**src/sv/sdf_pkg.sv**
```systemverilog
// Package with control word, status types and constants of the decimal field formatter.
package sdf_pkg;

  localparam int          PC_W       = 3;
  localparam int          ND_W       = 4;
  localparam int          MAX_DIGITS = 10;
  localparam logic [31:0] RECIP10    = 32'hCCCC_CCCD;
  localparam int          RECIP_SHR  = 35;
  localparam int          Q_W        = 64 - RECIP_SHR;

  localparam logic [7:0] CH_ZERO  = 8'h30;
  localparam logic [7:0] CH_BLANK = 8'h20;
  localparam logic [7:0] CH_MINUS = 8'h2D;

  typedef enum logic [2:0] {
    OP_WAIT,
    OP_MUL,
    OP_DIV,
    OP_SIZE,
    OP_EMIT
  } uc_op_t;

  typedef enum logic [1:0] {
    SRC_MINUS,
    SRC_PAD,
    SRC_DIGIT
  } uc_src_t;

  typedef enum logic [2:0] {
    G_ALWAYS,
    G_ZMINUS,
    G_PAD,
    G_BMINUS,
    G_DIGIT
  } uc_guard_t;

  typedef struct packed {
    uc_op_t            op;
    uc_src_t           src;
    uc_guard_t         guard;
    logic              loop;
    logic [PC_W-1:0]   tgt;
  } uc_word_t;

  typedef struct packed {
    logic in_fire;
    logic guard_ok;
    logic out_free;
    logic more;
  } sdf_stat_t;

endpackage

```
**src/sv/sdf_ifs.sv**
```systemverilog
// Input and output channel interfaces of the decimal field formatter.
interface sdf_in_if;
  logic               valid;
  logic               ready;
  logic signed [31:0] value;
  logic signed [6:0]  field_width;
  logic               force_minus;

  modport source (output valid, value, field_width, force_minus, input ready);
  modport sink   (input valid, value, field_width, force_minus, output ready);
endinterface

interface sdf_out_if;
  logic       valid;
  logic       ready;
  logic [7:0] character;
  logic       is_last;
  logic [5:0] char_count;

  modport source (output valid, character, is_last, char_count, input ready);
  modport sink   (input valid, character, is_last, char_count, output ready);
endinterface

```
**src/sv/sdf_rom.sv**
```systemverilog
// Microcode control store of the decimal field formatter.
module sdf_rom (
  input  logic [sdf_pkg::PC_W-1:0] pc,
  output sdf_pkg::uc_word_t        word
);
  import sdf_pkg::*;

  always_comb begin
    case (pc)
      3'd0:    word = '{op: OP_WAIT, src: SRC_MINUS, guard: G_ALWAYS, loop: 1'b0, tgt: 3'd0};
      3'd1:    word = '{op: OP_MUL,  src: SRC_MINUS, guard: G_ALWAYS, loop: 1'b0, tgt: 3'd0};
      3'd2:    word = '{op: OP_DIV,  src: SRC_MINUS, guard: G_ALWAYS, loop: 1'b0, tgt: 3'd1};
      3'd3:    word = '{op: OP_SIZE, src: SRC_MINUS, guard: G_ALWAYS, loop: 1'b0, tgt: 3'd0};
      3'd4:    word = '{op: OP_EMIT, src: SRC_MINUS, guard: G_ZMINUS, loop: 1'b0, tgt: 3'd0};
      3'd5:    word = '{op: OP_EMIT, src: SRC_PAD,   guard: G_PAD,    loop: 1'b1, tgt: 3'd0};
      3'd6:    word = '{op: OP_EMIT, src: SRC_MINUS, guard: G_BMINUS, loop: 1'b0, tgt: 3'd0};
      3'd7:    word = '{op: OP_EMIT, src: SRC_DIGIT, guard: G_DIGIT,  loop: 1'b1, tgt: 3'd0};
      default: word = '{op: OP_WAIT, src: SRC_MINUS, guard: G_ALWAYS, loop: 1'b0, tgt: 3'd0};
    endcase
  end

endmodule

```
**src/sv/sdf_sequencer.sv**
```systemverilog
// Step counter and next-step logic of the decimal field formatter.
module sdf_sequencer (
  input  logic               clk,
  input  logic               rst_n,
  input  sdf_pkg::sdf_stat_t stat,
  output sdf_pkg::uc_word_t  ctrl
);
  import sdf_pkg::*;

  logic [PC_W-1:0] pc_r;
  logic [PC_W-1:0] pc_nxt;
  logic [PC_W-1:0] pc_inc;

  sdf_rom u_rom (
    .pc   (pc_r),
    .word (ctrl)
  );

  assign pc_inc = pc_r + PC_W'(1);

  always_comb begin
    case (ctrl.op)
      OP_WAIT: pc_nxt = stat.in_fire ? pc_inc : pc_r;
      OP_DIV:  pc_nxt = stat.more ? ctrl.tgt : pc_inc;
      OP_EMIT: begin
        if (!stat.guard_ok) begin
          pc_nxt = pc_inc;
        end else if (!stat.out_free || ctrl.loop) begin
          pc_nxt = pc_r;
        end else begin
          pc_nxt = pc_inc;
        end
      end
      default: pc_nxt = pc_inc;
    endcase
  end

  always_ff @(posedge clk) begin
    if (!rst_n) begin
      pc_r <= '0;
    end else begin
      pc_r <= pc_nxt;
    end
  end

endmodule

```
**src/sv/sdf_datapath.sv**
```systemverilog
// Datapath of the decimal field formatter: divider by ten, digit stack, field counters.
module sdf_datapath #(
  parameter int MAX_FIELD_WIDTH = 32
) (
  input  logic               clk,
  input  logic               rst_n,
  input  sdf_pkg::uc_word_t  ctrl,
  output sdf_pkg::sdf_stat_t stat,
  sdf_in_if.sink             in_ch,
  sdf_out_if.source          out_ch
);
  import sdf_pkg::*;

  localparam int CW = ($clog2(MAX_FIELD_WIDTH + 1) > 6) ? $clog2(MAX_FIELD_WIDTH + 1) : 6;
  localparam logic [6:0] MAXW = 7'(MAX_FIELD_WIDTH);

  logic [31:0]     mag_r;
  logic [Q_W-1:0]  q_r;
  logic            minus_r;
  logic            zf_r;
  logic [CW-1:0]   wmag_r;
  logic [ND_W-1:0] nd_r;
  logic [3:0]      stk_r [MAX_DIGITS];
  logic [CW-1:0]   pad_r;
  logic [CW-1:0]   remain_r;
  logic [CW-1:0]   total_r;
  logic            out_valid_r;
  logic [7:0]      out_char_r;
  logic            out_last_r;
  logic [5:0]      out_count_r;

  logic [31:0]   val_u;
  logic [31:0]   mag_in;
  logic [6:0]    fw_u;
  logic [6:0]    ww;
  logic [6:0]    ww_sat;
  logic [63:0]   prod;
  logic [31:0]   q10;
  logic [31:0]   rem;
  logic [CW-1:0] body;
  logic [CW-1:0] total;
  logic          guard_ok;
  logic          out_free;
  logic          emit;
  logic [7:0]    emit_char;
  logic          emit_last;

  assign val_u  = unsigned'(in_ch.value);
  assign mag_in = val_u[31] ? (32'd0 - val_u) : val_u;
  assign fw_u   = unsigned'(in_ch.field_width);
  assign ww     = fw_u[6] ? (7'd0 - fw_u) : fw_u;
  assign ww_sat = (ww > MAXW) ? MAXW : ww;

  assign prod = 64'(mag_r) * 64'(RECIP10);
  assign q10  = {q_r, 3'b000} + {2'b00, q_r, 1'b0};
  assign rem  = mag_r - q10;

  assign body  = CW'(nd_r) + CW'(minus_r);
  assign total = (body < wmag_r) ? wmag_r : body;

  always_comb begin
    case (ctrl.guard)
      G_ALWAYS: guard_ok = 1'b1;
      G_ZMINUS: guard_ok = zf_r && minus_r;
      G_PAD:    guard_ok = (pad_r != '0);
      G_BMINUS: guard_ok = !zf_r && minus_r;
      G_DIGIT:  guard_ok = (nd_r != '0);
      default:  guard_ok = 1'b0;
    endcase
  end

  always_comb begin
    case (ctrl.src)
      SRC_MINUS: emit_char = CH_MINUS;
      SRC_PAD:   emit_char = zf_r ? CH_ZERO : CH_BLANK;
      SRC_DIGIT: emit_char = CH_ZERO + {4'b0000, stk_r[0]};
      default:   emit_char = CH_BLANK;
    endcase
  end

  assign out_free  = !out_valid_r || out_ch.ready;
  assign emit      = (ctrl.op == OP_EMIT) && guard_ok && out_free;
  assign emit_last = (remain_r == CW'(1));

  assign in_ch.ready   = (ctrl.op == OP_WAIT);
  assign stat.in_fire  = in_ch.valid && in_ch.ready;
  assign stat.guard_ok = guard_ok;
  assign stat.out_free = out_free;
  assign stat.more     = (q_r != '0) && (nd_r < ND_W'(MAX_DIGITS - 1));

  assign out_ch.valid      = out_valid_r;
  assign out_ch.character  = out_char_r;
  assign out_ch.is_last    = out_last_r;
  assign out_ch.char_count = out_count_r;

  always_ff @(posedge clk) begin
    if (stat.in_fire) begin
      mag_r   <= mag_in;
      minus_r <= val_u[31] || in_ch.force_minus;
      zf_r    <= fw_u[6];
      wmag_r  <= CW'(ww_sat);
      nd_r    <= '0;
    end
    case (ctrl.op)
      OP_MUL: q_r <= prod[63:RECIP_SHR];
      OP_DIV: begin
        mag_r    <= 32'(q_r);
        nd_r     <= nd_r + ND_W'(1);
        stk_r[0] <= rem[3:0];
        for (int i = 1; i < MAX_DIGITS; i++) begin
          stk_r[i] <= stk_r[i-1];
        end
      end
      OP_SIZE: begin
        total_r  <= total;
        remain_r <= total;
        pad_r    <= total - body;
      end
      default: ;
    endcase
    if (emit) begin
      out_char_r  <= emit_char;
      out_last_r  <= emit_last;
      out_count_r <= emit_last ? total_r[5:0] : 6'd0;
      remain_r    <= remain_r - CW'(1);
      if (ctrl.src == SRC_PAD) begin
        pad_r <= pad_r - CW'(1);
      end
      if (ctrl.src == SRC_DIGIT) begin
        nd_r <= nd_r - ND_W'(1);
        for (int i = 0; i < MAX_DIGITS - 1; i++) begin
          stk_r[i] <= stk_r[i+1];
        end
      end
    end
  end

  always_ff @(posedge clk) begin
    if (!rst_n) begin
      out_valid_r <= 1'b0;
    end else if (emit) begin
      out_valid_r <= 1'b1;
    end else if (out_ch.ready) begin
      out_valid_r <= 1'b0;
    end
  end

endmodule

```
**src/sv/signed_decimal_field_formatter_core.sv**
```systemverilog
// Top level of the signed decimal field formatter.
// Usage:
//   in_ch takes one request: a signed 32-bit value, a signed 7-bit field width
//   (negative: zero fill, sign first; positive or zero: blank fill, sign next to
//   the digits) and a force-minus flag. out_ch returns the field as ASCII, one
//   character per transfer, leftmost first; the last one has is_last set and
//   carries the character count.
//   A small microcode program steps a shared datapath: one multiply-by-reciprocal
//   and one subtract step per decimal digit, then one emit step per character.
//   in_ch.ready is high only while the program waits for a request, so one
//   request is worked at a time; the output register lets the next request in
//   while the last character still waits.
//   When out_ch.ready is low the output register holds its character and the
//   program holds at any emit step that would overwrite it. Reset empties the
//   output register and returns the program to its wait step.
module signed_decimal_field_formatter_core #(
  parameter int MAX_FIELD_WIDTH = 32
) (
  input  logic      clk,
  input  logic      rst_n,
  sdf_in_if.sink    in_ch,
  sdf_out_if.source out_ch
);
  import sdf_pkg::*;

  uc_word_t  ctrl;
  sdf_stat_t stat;

  sdf_sequencer u_seq (
    .clk   (clk),
    .rst_n (rst_n),
    .stat  (stat),
    .ctrl  (ctrl)
  );

  sdf_datapath #(
    .MAX_FIELD_WIDTH (MAX_FIELD_WIDTH)
  ) u_dp (
    .clk    (clk),
    .rst_n  (rst_n),
    .ctrl   (ctrl),
    .stat   (stat),
    .in_ch  (in_ch),
    .out_ch (out_ch)
  );

endmodule

```
**src/flat_wrapper.sv**
```systemverilog
// flat-port wrapper written by rule: the top's interface ports become plain ports
module signed_decimal_field_formatter_core_flat import sdf_pkg::*;
#(
  parameter int MAX_FIELD_WIDTH = 32
)
  (clk, rst_n, in_ch_valid, in_ch_value, in_ch_field_width, in_ch_force_minus, in_ch_ready, out_ch_valid, out_ch_character, out_ch_is_last, out_ch_char_count, out_ch_ready);
  sdf_in_if in_ch_i ();
  sdf_out_if out_ch_i ();
  input  logic clk;
  input  logic rst_n;
  input wire logic [$bits(in_ch_i.valid)-1:0] in_ch_valid;
  input wire logic [$bits(in_ch_i.value)-1:0] in_ch_value;
  input wire logic [$bits(in_ch_i.field_width)-1:0] in_ch_field_width;
  input wire logic [$bits(in_ch_i.force_minus)-1:0] in_ch_force_minus;
  output wire logic [$bits(in_ch_i.ready)-1:0] in_ch_ready;
  output wire logic [$bits(out_ch_i.valid)-1:0] out_ch_valid;
  output wire logic [$bits(out_ch_i.character)-1:0] out_ch_character;
  output wire logic [$bits(out_ch_i.is_last)-1:0] out_ch_is_last;
  output wire logic [$bits(out_ch_i.char_count)-1:0] out_ch_char_count;
  input wire logic [$bits(out_ch_i.ready)-1:0] out_ch_ready;
  assign in_ch_i.valid = in_ch_valid;
  assign in_ch_i.value = in_ch_value;
  assign in_ch_i.field_width = in_ch_field_width;
  assign in_ch_i.force_minus = in_ch_force_minus;
  assign in_ch_ready = in_ch_i.ready;
  assign out_ch_valid = out_ch_i.valid;
  assign out_ch_character = out_ch_i.character;
  assign out_ch_is_last = out_ch_i.is_last;
  assign out_ch_char_count = out_ch_i.char_count;
  assign out_ch_i.ready = out_ch_ready;
  signed_decimal_field_formatter_core #(.MAX_FIELD_WIDTH(MAX_FIELD_WIDTH)) u_core (.clk(clk), .rst_n(rst_n), .in_ch(in_ch_i), .out_ch(out_ch_i));
endmodule
```
**config.mk**
```make
export PLATFORM = sky130hd
export DESIGN_NAME = signed_decimal_field_formatter_core_flat
export DESIGN_NICKNAME = d
export VERILOG_FILES = /design/src/sv/sdf_pkg.sv /design/src/sv/sdf_ifs.sv /design/src/sv/sdf_rom.sv /design/src/sv/sdf_sequencer.sv /design/src/sv/sdf_datapath.sv /design/src/sv/signed_decimal_field_formatter_core.sv /design/src/flat_wrapper.sv
export SDC_FILE = /design/constraint.sdc
export NUM_CORES = 1
export LEC_CHECK = 0
export BUFFER_PORTS_ARGS = -buffer_cell sky130_fd_sc_hd__clkbuf_2
export CORE_MARGIN = 2
export CORE_UTILIZATION = 60
export CTS_CLUSTER_SIZE = 14
export DETAILED_ROUTE_END_ITERATION = 8
export PLACE_DENSITY = 0.77
export SETUP_SLACK_MARGIN = 0.3
export SLEW_MARGIN = 20
export SYNTH_ARGS = -nofsm -noshare
export SYNTH_HDL_FRONTEND = slang
export SYNTH_SLANG_ARGS = --single-unit
```
**constraint.sdc**
```tcl
create_clock -name clk -period 9 [get_ports clk]
set_input_delay 1.8 -clock clk [delete_from_list [all_inputs] [get_ports clk]]
set_output_delay 1.8 -clock clk [all_outputs]
set_load 0.01 [all_outputs]
```
Word-level counts from Yosys, hierarchy flattened:

Memory sizes are Yosys's and may differ from the RTL's. A register that Yosys moved wholly into a read port is not among the register bits.
Index checks and enable logic that the tools add are counted.

* input port bits: 44
* RAM bits: 40
* flip-flop bits (word level): 110
* latch bits: 0
* output and inout port bits: 17
* ROM bits: 80
* memories: 2
* logic and storage cells: 117

Memories
* (name not given): words 8, bits a word 10, read ports 1, clocked after memory_dff 1, wr ports 0, line sdf_rom.sv:9 `case (pc)`
* u_core.u_dp.stk_r: words 10, bits a word 4, read ports 10, clocked after memory_dff 0, wr ports 10, line sdf_datapath.sv:23 `logic [3:0] stk_r [MAX_DIGITS];`

* bitwise operators: 9
* div/mod/pow operators: 0
* shifts and indexed selects: 0
* muxes and demuxes: 40
* eq/ne operators: 13
* $mul: 1
* add/subtract/negate cells: 12
* reduce and logical (&&, ||, !) cells: 22
* order comparisons: 3

Operators by type and width (number)
* $mul 32x32->64 const B: 1
* $mux 29: 2
* $mux 4: 13
* $mux 6: 6
* $mux 32: 1
* $sub 1x32->32 const A: 1
* $reduce_bool 29->1: 1
* $pmux 7 s3: 1
* $mux 3: 6
* $eq 3x2->1 const B: 4
* $sub 6x1->6 const B: 2
* $or 1x1->1: 9
* $pmux 3 s3: 1
* $add 6x4->7 const A: 1
* $gt 7x6->1 const B: 1
* $mux 1: 7
* $mux 7: 1
* $sub 1x7->7 const A: 1
* $eq 3x1->1 const B: 2
* $eq 3x3->1 const B: 2
* $eq 6x1->1 const B: 1
* $logic_and 1x1->1: 6
* $logic_not 3->1: 2
* $lt 5x6->1: 1
* 21 further kinds: 27

Depth between registers and ports, before layout:

Gate-level depths: netlist of the first run.

* word-level depth: 9
* gate-level depth with buffers: 25
* gate-level depth less buffers: 25

Cells and area by module:

A second synthesis of the first run with hierarchy kept.

* cell total of the unflattened synthesis: 2453
* area total of the unflattened synthesis: 24412.2 um2

Modules (own cells, without submodules)
* sdf_datapath: sequential area each 4184.0 um2, cells an instance 2411, area an instance 24064.3 um2, instances 1
* sdf_sequencer: sequential area each 60.1 um2, cells an instance 24, area an instance 217.7 um2, instances 1
* sdf_rom: sequential area each 0.0 um2, cells an instance 18, area an instance 130.1 um2, instances 1

Worst setup path after synthesis of the first run:

Ideal clock, no wire load.

* path kind: reg-to-reg
* start: register u_core.u_dp.mag_r[8]
* end: register u_core.u_dp.q_r[23], data pin
* period minus slack after synthesis: 6745 ps
* library setup time: 261 ps
* path slack: 2255 ps
* arrival time: 6484 ps
* buffers on the path: 1
* cell stages (with the launch flop): 22
* required time: 8739 ps
* cells stage by stage: edfxtp_1 ha_1 clkbuf_1 xnor2_1 inv_1 ha_1 nand2b_1 fa_1 fa_1 fa_1 fa_1 fa_1 ha_1 ha_1 a21oi_1 o21a_1 o21a_1 o221ai_1 and4_1 o31a_1 o211a_1 a311o_1

* cells in the longest elaborated chain, start to end: 1

Ends and longest elaborated chain
* start, declared: line sdf_datapath.sv:17 `logic [31:0] mag_r;`
* start signal, assigned: line sdf_datapath.sv:98 `mag_r <= mag_in;`
* start signal, assigned: line sdf_datapath.sv:107 `mag_r <= 32'(q_r);`
* $mul 32x32->64: line sdf_datapath.sv:54 `assign prod = 64'(mag_r) * 64'(RECIP10);`
* net u_core.u_dp.prod[58]: line sdf_datapath.sv:37 `logic [63:0] prod;`
* end signal, assigned: line sdf_datapath.sv:105 `OP_MUL: q_r <= prod[63:RECIP_SHR];`
* end, declared: line sdf_datapath.sv:18 `logic [Q_W-1:0] q_r;`

The timed path passes the listed nets, and every way through them passes these cells.
A chain may end at the register's enable or synchronous reset.

Final worst setup path of the first run:

Same ends and word-level chain as after synthesis.

==> flow_summary_export.csv, run 1 <==
group,metric,value,unit
critical_path,worstPathRequired,9240,ps
job,maxCapViolCount,0,
grt,first_global_vias,18409,
timing,timing.slew.headroom,0.291,
outcome,status,"finished, final reports clean",
final_layout,layout.cells.non_filler,3010,
synthesis,ys_seq_elements,156,
timing,worst_slew_pin_slew,1060,ps
critical_path,cpMaxStageDelayCell,"edfxtp_1",
synthesis,synth_flop_cell,"edfxtp_1",
synthesis,syn_avg_cell_area,10.0,um2
final_layout,drive_above_1_share,0.0467,
placement,post-place-ws,1330,ps
grt,grt_overflow,0,
timing,rsz0062_at_grt,"false",
timing,fin_crit_sh,0.869,
synthesis,netlist_top_cells_count,"inv_1, fa_1, ha_1",
synthesis,synth_edf_count,130,
cts,cts.repair.resized,0,
detailed_routing,dr_total_vias,17225,
timing,drv_slew,0,
timing,setup_slack,1180,ps
die,core,0.0399,mm2
synthesis,async_flop_share,0,
cts,cts_sinks,156,
final_layout,stdcell_area,0.0258,mm2
synthesis,synth_area_leaders,"fa_1, ha_1, edfxtp_1",
synthesis,syn_inst,2431,
timing,finalSetupViolations,0,
cts,cts_buffers,17,
critical_path,start_kind,"register",
synthesis,synthAdderAreaFrac,0.507,
critical_path,arrival,8060,ps
cts,postCtsHoldBufs,0,
grt,antenna_found_initial,0,
synthesis,yosys.cell_types.count,65,
detailed_routing,ant_nets,0,
final_layout,nNetsFinal,3272,
synthesis,muxShareOfSynthArea,0.00508,
placement,postPlaceCellArea,0.0252,mm2
synthesis,synth_warnings,0,
cts,clk_path_buf_depth,2,
cts,htreeDepth,4,
synthesis,synth_top_family_by_area,"adder cells",
critical_path,crit_fanout,10,
detailed_routing,drc,0,
placement,placed_cells,2978,
synthesis,synth.most_common_cell,"inv_1",
die,rows,73,
critical_path,r2r_setup_slack,1180,ps
die,die_w,206,um
timing,hold_violations,0,
placement,routabilityCongestion,0.998,
die,dieArea,0.0422,mm2
die,pin_count,61,
synthesis,seq_area_frac_synth,0.182,
timing,max_freq,128,MHz
synthesis,synth-compound-area-share,0.0805,
worst_hold_path,min_path_type,"register to register",
cts,clock_latency,480,ps
final_layout,antenna_cells,0,
cts,cts_tree,"yes",
die,start_util,0.610,
synthesis,netlist_area,0.0244,mm2
critical_path,path_buf_inv,1,
cts,cts-root-buf,"clkbuf_16",
grt,grt_max_degree,58,
timing,period_minus_slack,7820,ps
timing,setup-tns-final,0,ps
detailed_routing,drt_first_pass_iters,7,
grt,grt_pass1_wl,108000,um
synthesis,synth-simple-area-share,0.0818,
critical_path,crit_type,"register to register",
synthesis,yosys.area.top_type,"fa_1",
critical_path,cp_top_family,"adder cells",
critical_path,crit_top_cell,"fa_1",
die,chipHeight,206,um
synthesis,synth-xor-area-share,0.0449,
critical_path,worstSetupEndpointType,"register",
detailed_routing,dr.first_iter.drc_count,1271,
placement,portBuffers,57,
final_layout,area_growth,5.78,%
detailed_routing,wl_per_cell,23.4,um
critical_path,cp_cell_sequence,"ha_1 -> xnor2_1 -> inv_1 -> ha_1 -> nand2b_1 -> fa_1 -> fa_1 -> fa_1 -> fa_1 -> fa_1 -> ha_1 -> ha_1 -> a21oi_1 -> o21a_1 -> o21a_1 -> o221ai_1 -> and4_1 -> o31a_1 -> o211a_1 -> a311o_1",
timing,skew,15.5,ps
detailed_routing,viasPerCell,5.72,
cts,post_cts_buffers,0,
placement,detailed_place_hpwl,61400,um
cts,clkTransAtPathRegs,80,ps
synthesis,yosys.area.top_type_share,0.318,
grt,grt.total_usage,0.354,
detailed_routing,wl,70500,um
critical_path,critical_path.max_stage_delay,610,ps
==> path summary, 6_finish.rpt <==
path	depth (start not counted)	from	end
setup / recovery	20	u_core.u_dp.mag_r[8]	u_core.u_dp.q_r[23]
hold / removal	0	u_core.u_dp.stk_r[8][3]	u_core.u_dp.stk_r[9][3]
hold reg to reg	0	u_core.u_dp.stk_r[8][3]	u_core.u_dp.stk_r[9][3]
setup reg to reg	20	u_core.u_dp.mag_r[8]	u_core.u_dp.q_r[23]
==> final cells by class <==
type | instances | area, um2
clock buffers | 17 | 425
clock inverters | 15 | 144
fillers | 3197 | 14100
inverters | 592 | 2220
multi-input cells | 1641 | 17600
flip-flops and latches | 156 | 4420
well taps | 525 | 657
repair buffers | 64 | 338
==> per-stage QoR <==
step / utilization / hold slack [ps]
final: 0.646 / 473
after global placement: 0.631 / 444
after global routing: 0.646 / 497
after CTS: 0.646 / 472
after floorplan: - / 426
after detailed placement: 0.631 / 447
==> sequential cells by signal (all words and copies together) (netlist names), 3 cells and up <==
signal	count
u_core.u_dp.mag_r	32
u_core.u_seq.u_rom.word	9
u_core.u_dp.total_r	6
u_core.u_dp.remain_r	6
u_core.u_dp.pad_r	6
u_core.u_dp.out_ch.char_count	6
u_core.u_dp.nd_r	4
u_core.u_dp.stk_r	40
u_core.u_seq.pc_r	3
u_core.u_dp.q_r	29
u_core.u_dp.out_ch.character	5
u_core.u_dp.wmag_r	6
==> cell families (layout without fill, tap and decap cells) <==
logic type | count (synthesis) | count (layout)
AOI/OAI and AO/OA | 320 | 320
xor gates and xnor gates | 125 | 125
adders and majority gates | 756 | 756
buffers and inverters | 635 | 688
DFF | 156 | 156
muxes | 12 | 12
other | 2 | 3
and+or+nand+nor | 425 | 425
==> routing by layer <==
metal  up-vias  global-route usage  wire (um)
met4         0               0.215       4850
met1      8565               0.452      28700
met2       618               0.560      32600
li1       7873                   -          -
met3       169              0.0678       4340
met5         -                   0          0
==> cell usage in the layout (no fill, tap or decap), types with 13 or more instances in the layout <==
cell / count
and2_1: 21
xnor2_1: 49
fa_1: 387
clkbuf_16: 17
nand3_1: 26
dfxtp_1: 26
nand2b_1: 13
nand4_1: 17
xor2_1: 76
nor4_1: 14
ha_1: 369
clkbuf_2: 57
edfxtp_1: 130
nor3_1: 16
o21bai_1: 13
a21oi_1: 101
o21ai_0: 91
nand2_1: 211
inv_1: 591
nor2_1: 51
a21o_1: 43
==> worst reg2reg max path, delay by kind of cell, from the launching register on <==
kind | cells | cell delay, ps
adders and majority gates | 9 | 4190
DFF | 1 | 610
and+or+nand+nor | 2 | 420
AOI/OAI and AO/OA | 7 | 1660
buffers and inverters | 1 | 220
xor gates and xnor gates | 1 | 470
Power of run 1 is left out: the tool's default activity adds up to more than one toggle a clock period on the data nets, which glitch-free logic cannot reach.
==> run 2: changes to the inputs <==
--- a/config.mk
+++ b/config.mk
@@ -7,10 +7,9 @@
 export LEC_CHECK = 0
 export BUFFER_PORTS_ARGS = -buffer_cell sky130_fd_sc_hd__clkbuf_2
 export CORE_MARGIN = 2
-export CORE_UTILIZATION = 60
+export CORE_UTILIZATION = 48
 export CTS_CLUSTER_SIZE = 14
 export DETAILED_ROUTE_END_ITERATION = 8
-export PLACE_DENSITY = 0.77
 export SETUP_SLACK_MARGIN = 0.3
 export SLEW_MARGIN = 20
 export SYNTH_ARGS = -nofsm -noshare
==> run 2 against run 1 <==
Net effect:
- flip-flop and latch count unchanged
- largest cell class unchanged
- design area up 0.99%
- final cell count grew 5.0%
- highest routed layer unchanged
- first-iteration DRC count rose by 12%
- count of clock-buffer cells in the layout unchanged
- via count shrank 0.16%
- worst hold slack got worse by 4.7 ps
- routed wire length rose by 3.6%
- critical endpoint unchanged
- core utilization decreased by 13 points
==> flow_summary_export.csv, run 2 (same netlist as run 1, synthesis figures left out) <==
group,metric,value,unit
outcome,status,"finished, final reports clean",
die,start_util,0.486,
final_layout,seq_area,0.00442,mm2
cts,clkTransAtPathRegs,80,ps
grt,antenna_found_initial,0,
final_layout,drive_above_1_share,0.0470,
placement,portBuffers,57,
detailed_routing,wl_per_cell,23.1,um
final_layout,stdcell_area,0.0260,mm2
cts,cts-root-buf,"clkbuf_16",
timing,whs,468,ps
job,maxCapViolCount,0,
die,die_w,229,um
timing,timing.slew.headroom,0.373,
timing,max_freq,126,MHz
grt,grt_pass1_wl,113000,um
critical_path,r2r_end,"u_core.u_dp.q_r[23]",
grt,first_global_vias,18409,
grt,grt_overflow,0,
worst_hold_path,min-delay-start,"u_core.u_dp.stk_r[8][1]",
timing,rsz0062_at_grt,"false",
detailed_routing,drc,0,
die,rows,82,
cts,post_cts_buffers,0,
die,core,0.0502,mm2
final_layout,largest_reg_flops,40,
grt,grt_max_degree,58,
critical_path,worstSetupEndpointType,"register",
critical_path,start_kind,"register",
final_layout,top_regs,"u_core.u_dp.stk_r (40), u_core.u_dp.mag_r (32), u_core.u_dp.q_r (29)",
final_layout,antenna_cells,0,
cts,postCtsHoldBufs,0,
timing,finalSetupViolations,0,
final_layout,largest-register,"u_core.u_dp.stk_r",
critical_path,r2r-start,"u_core.u_dp.mag_r[9]",
placement,routabilityCongestion,1.01,
timing,worst_slew_pin_slew,930,ps
timing,drv_slew,0,
critical_path,rr_worst_depth,20,
cts,htreeDepth,4,
grt,grt.total_usage,0.291,
final_layout,final_cell_mix,"inv_1, fa_1, ha_1",
timing,period_minus_slack,7940,ps
final_layout,fillCellCount,4535,
critical_path,r2r_setup_slack,1060,ps
critical_path,arrival,8150,ps
final_layout,area_growth,6.83,%
final_layout,multi_input_comb_area,0.0176,mm2
detailed_routing,dr.first_iter.drc_count,1427,
timing,setup-tns-final,0,ps
detailed_routing,dr_total_vias,17198,
final_layout,final_common_cell,"inv_1",
cts,cts.repair.resized,0,
placement,detailed_place_hpwl,63800,um
worst_hold_path,whs_endpoint,"u_core.u_dp.stk_r[9][1]",
critical_path,worstPathRequired,9220,ps
detailed_routing,drt_first_pass_iters,8,
cts,cts_buffers,17,
die,dieArea,0.0526,mm2
die,chipHeight,229,um
cts,cts_tree,"yes",
timing,hold_violations,0,
worst_hold_path,min_path_type,"register to register",
final_layout,fin_util,0.519,
final_layout,nNetsFinal,3275,
cts,cts_sinks,156,
placement,postPlaceCellArea,0.0254,mm2
timing,fin_crit_sh,0.882,
cts,clock_latency,490,ps
detailed_routing,wl,73100,um
worst_hold_path,hold_depth,0,
detailed_routing,viasPerCell,5.44,
detailed_routing,ant_nets,0,
die,pin_count,61,
cts,clk_path_buf_depth,2,
critical_path,crit_type,"register to register",
timing,skew,21.3,ps
critical_path,crit_fanout,10,
-- run 2: cell count changes in the layout (fill, tap and decap cells not counted) --
| cell | before | now |
|---|---|---|
| buf_4 | 7 | 10 |
| bufinv_16 | 0 | 3 |
| clkinvlp_4 | 3 | 0 |
| inv_8 | 5 | 2 |
| clkinv_2 | 1 | 2 |
| clkinv_4 | 1 | 2 |
| inv_6 | 4 | 5 |
| nand2_1 | 211 | 212 |
| nand2_2 | 1 | 0 |
| nor3b_1 | 3 | 4 |
| nor3b_2 | 2 | 1 |
-- run 2: routing by layer --
layer  up-vias  track usage  part of all wire
li1       7876            -                 -
met1      8704        0.393              0.44
met2       492        0.464              0.46
met3       126       0.0444             0.051
met4         0        0.135             0.052
met5         -            0                 0
-- run 2: worst max path at each step --
stage	from	end	slack [ps]	depth (start not counted)
finish	u_core.u_dp.mag_r[9]	u_core.u_dp.q_r[23]	1060	20
global route	u_core.u_dp.mag_r[20]	u_core.u_dp.q_r[21]	710	23
CTS	u_core.u_dp.mag_r[9]	u_core.u_dp.q_r[23]	1150	20
detailed placement	u_core.u_dp.mag_r[9]	u_core.u_dp.q_r[23]	1180	20
global placement	u_core.u_dp.mag_r[9]	u_core.u_dp.q_r[23]	1220	20
floorplan	u_core.u_dp.mag_r[8]	u_core.u_dp.q_r[23]	2260	21
-- run 2: layout make-up --
class | instances | area share
clock buffers | 17 | 0.0163
clock inverters | 15 | 0.00769
inverters | 592 | 0.0854
multi-input cells | 1641 | 0.674
flip-flops and latches | 156 | 0.170
well taps | 672 | 0.0323
repair buffers | 67 | 0.0138
-- run 2: worst max-delay path: stages, from the launching register on --
cell and delay, ps:
edfxtp_1 610, ha_1 600, xnor2_1 430, inv_1 140, ha_1 190, nand2b_1 220, fa_1 520, fa_1 540
fa_1 520, fa_1 530, fa_1 680, ha_1 270, ha_1 420, a21oi_1 400, o21a_1 250, o21a_1 200
o221ai_1 200, and4_1 270, o31a_1 120, o211a_1 210, a311o_1 320
-- run 2: through the flow --
step / std cells / setup slack (ps)
after floorplan: 2432 / 2260
after global placement: 3128 / 1220
after detailed placement: 3128 / 1180
after CTS: 3160 / 1150
after global routing: 3160 / 709
final: 3160 / 1060
Power of run 2 is left out for the same reason.
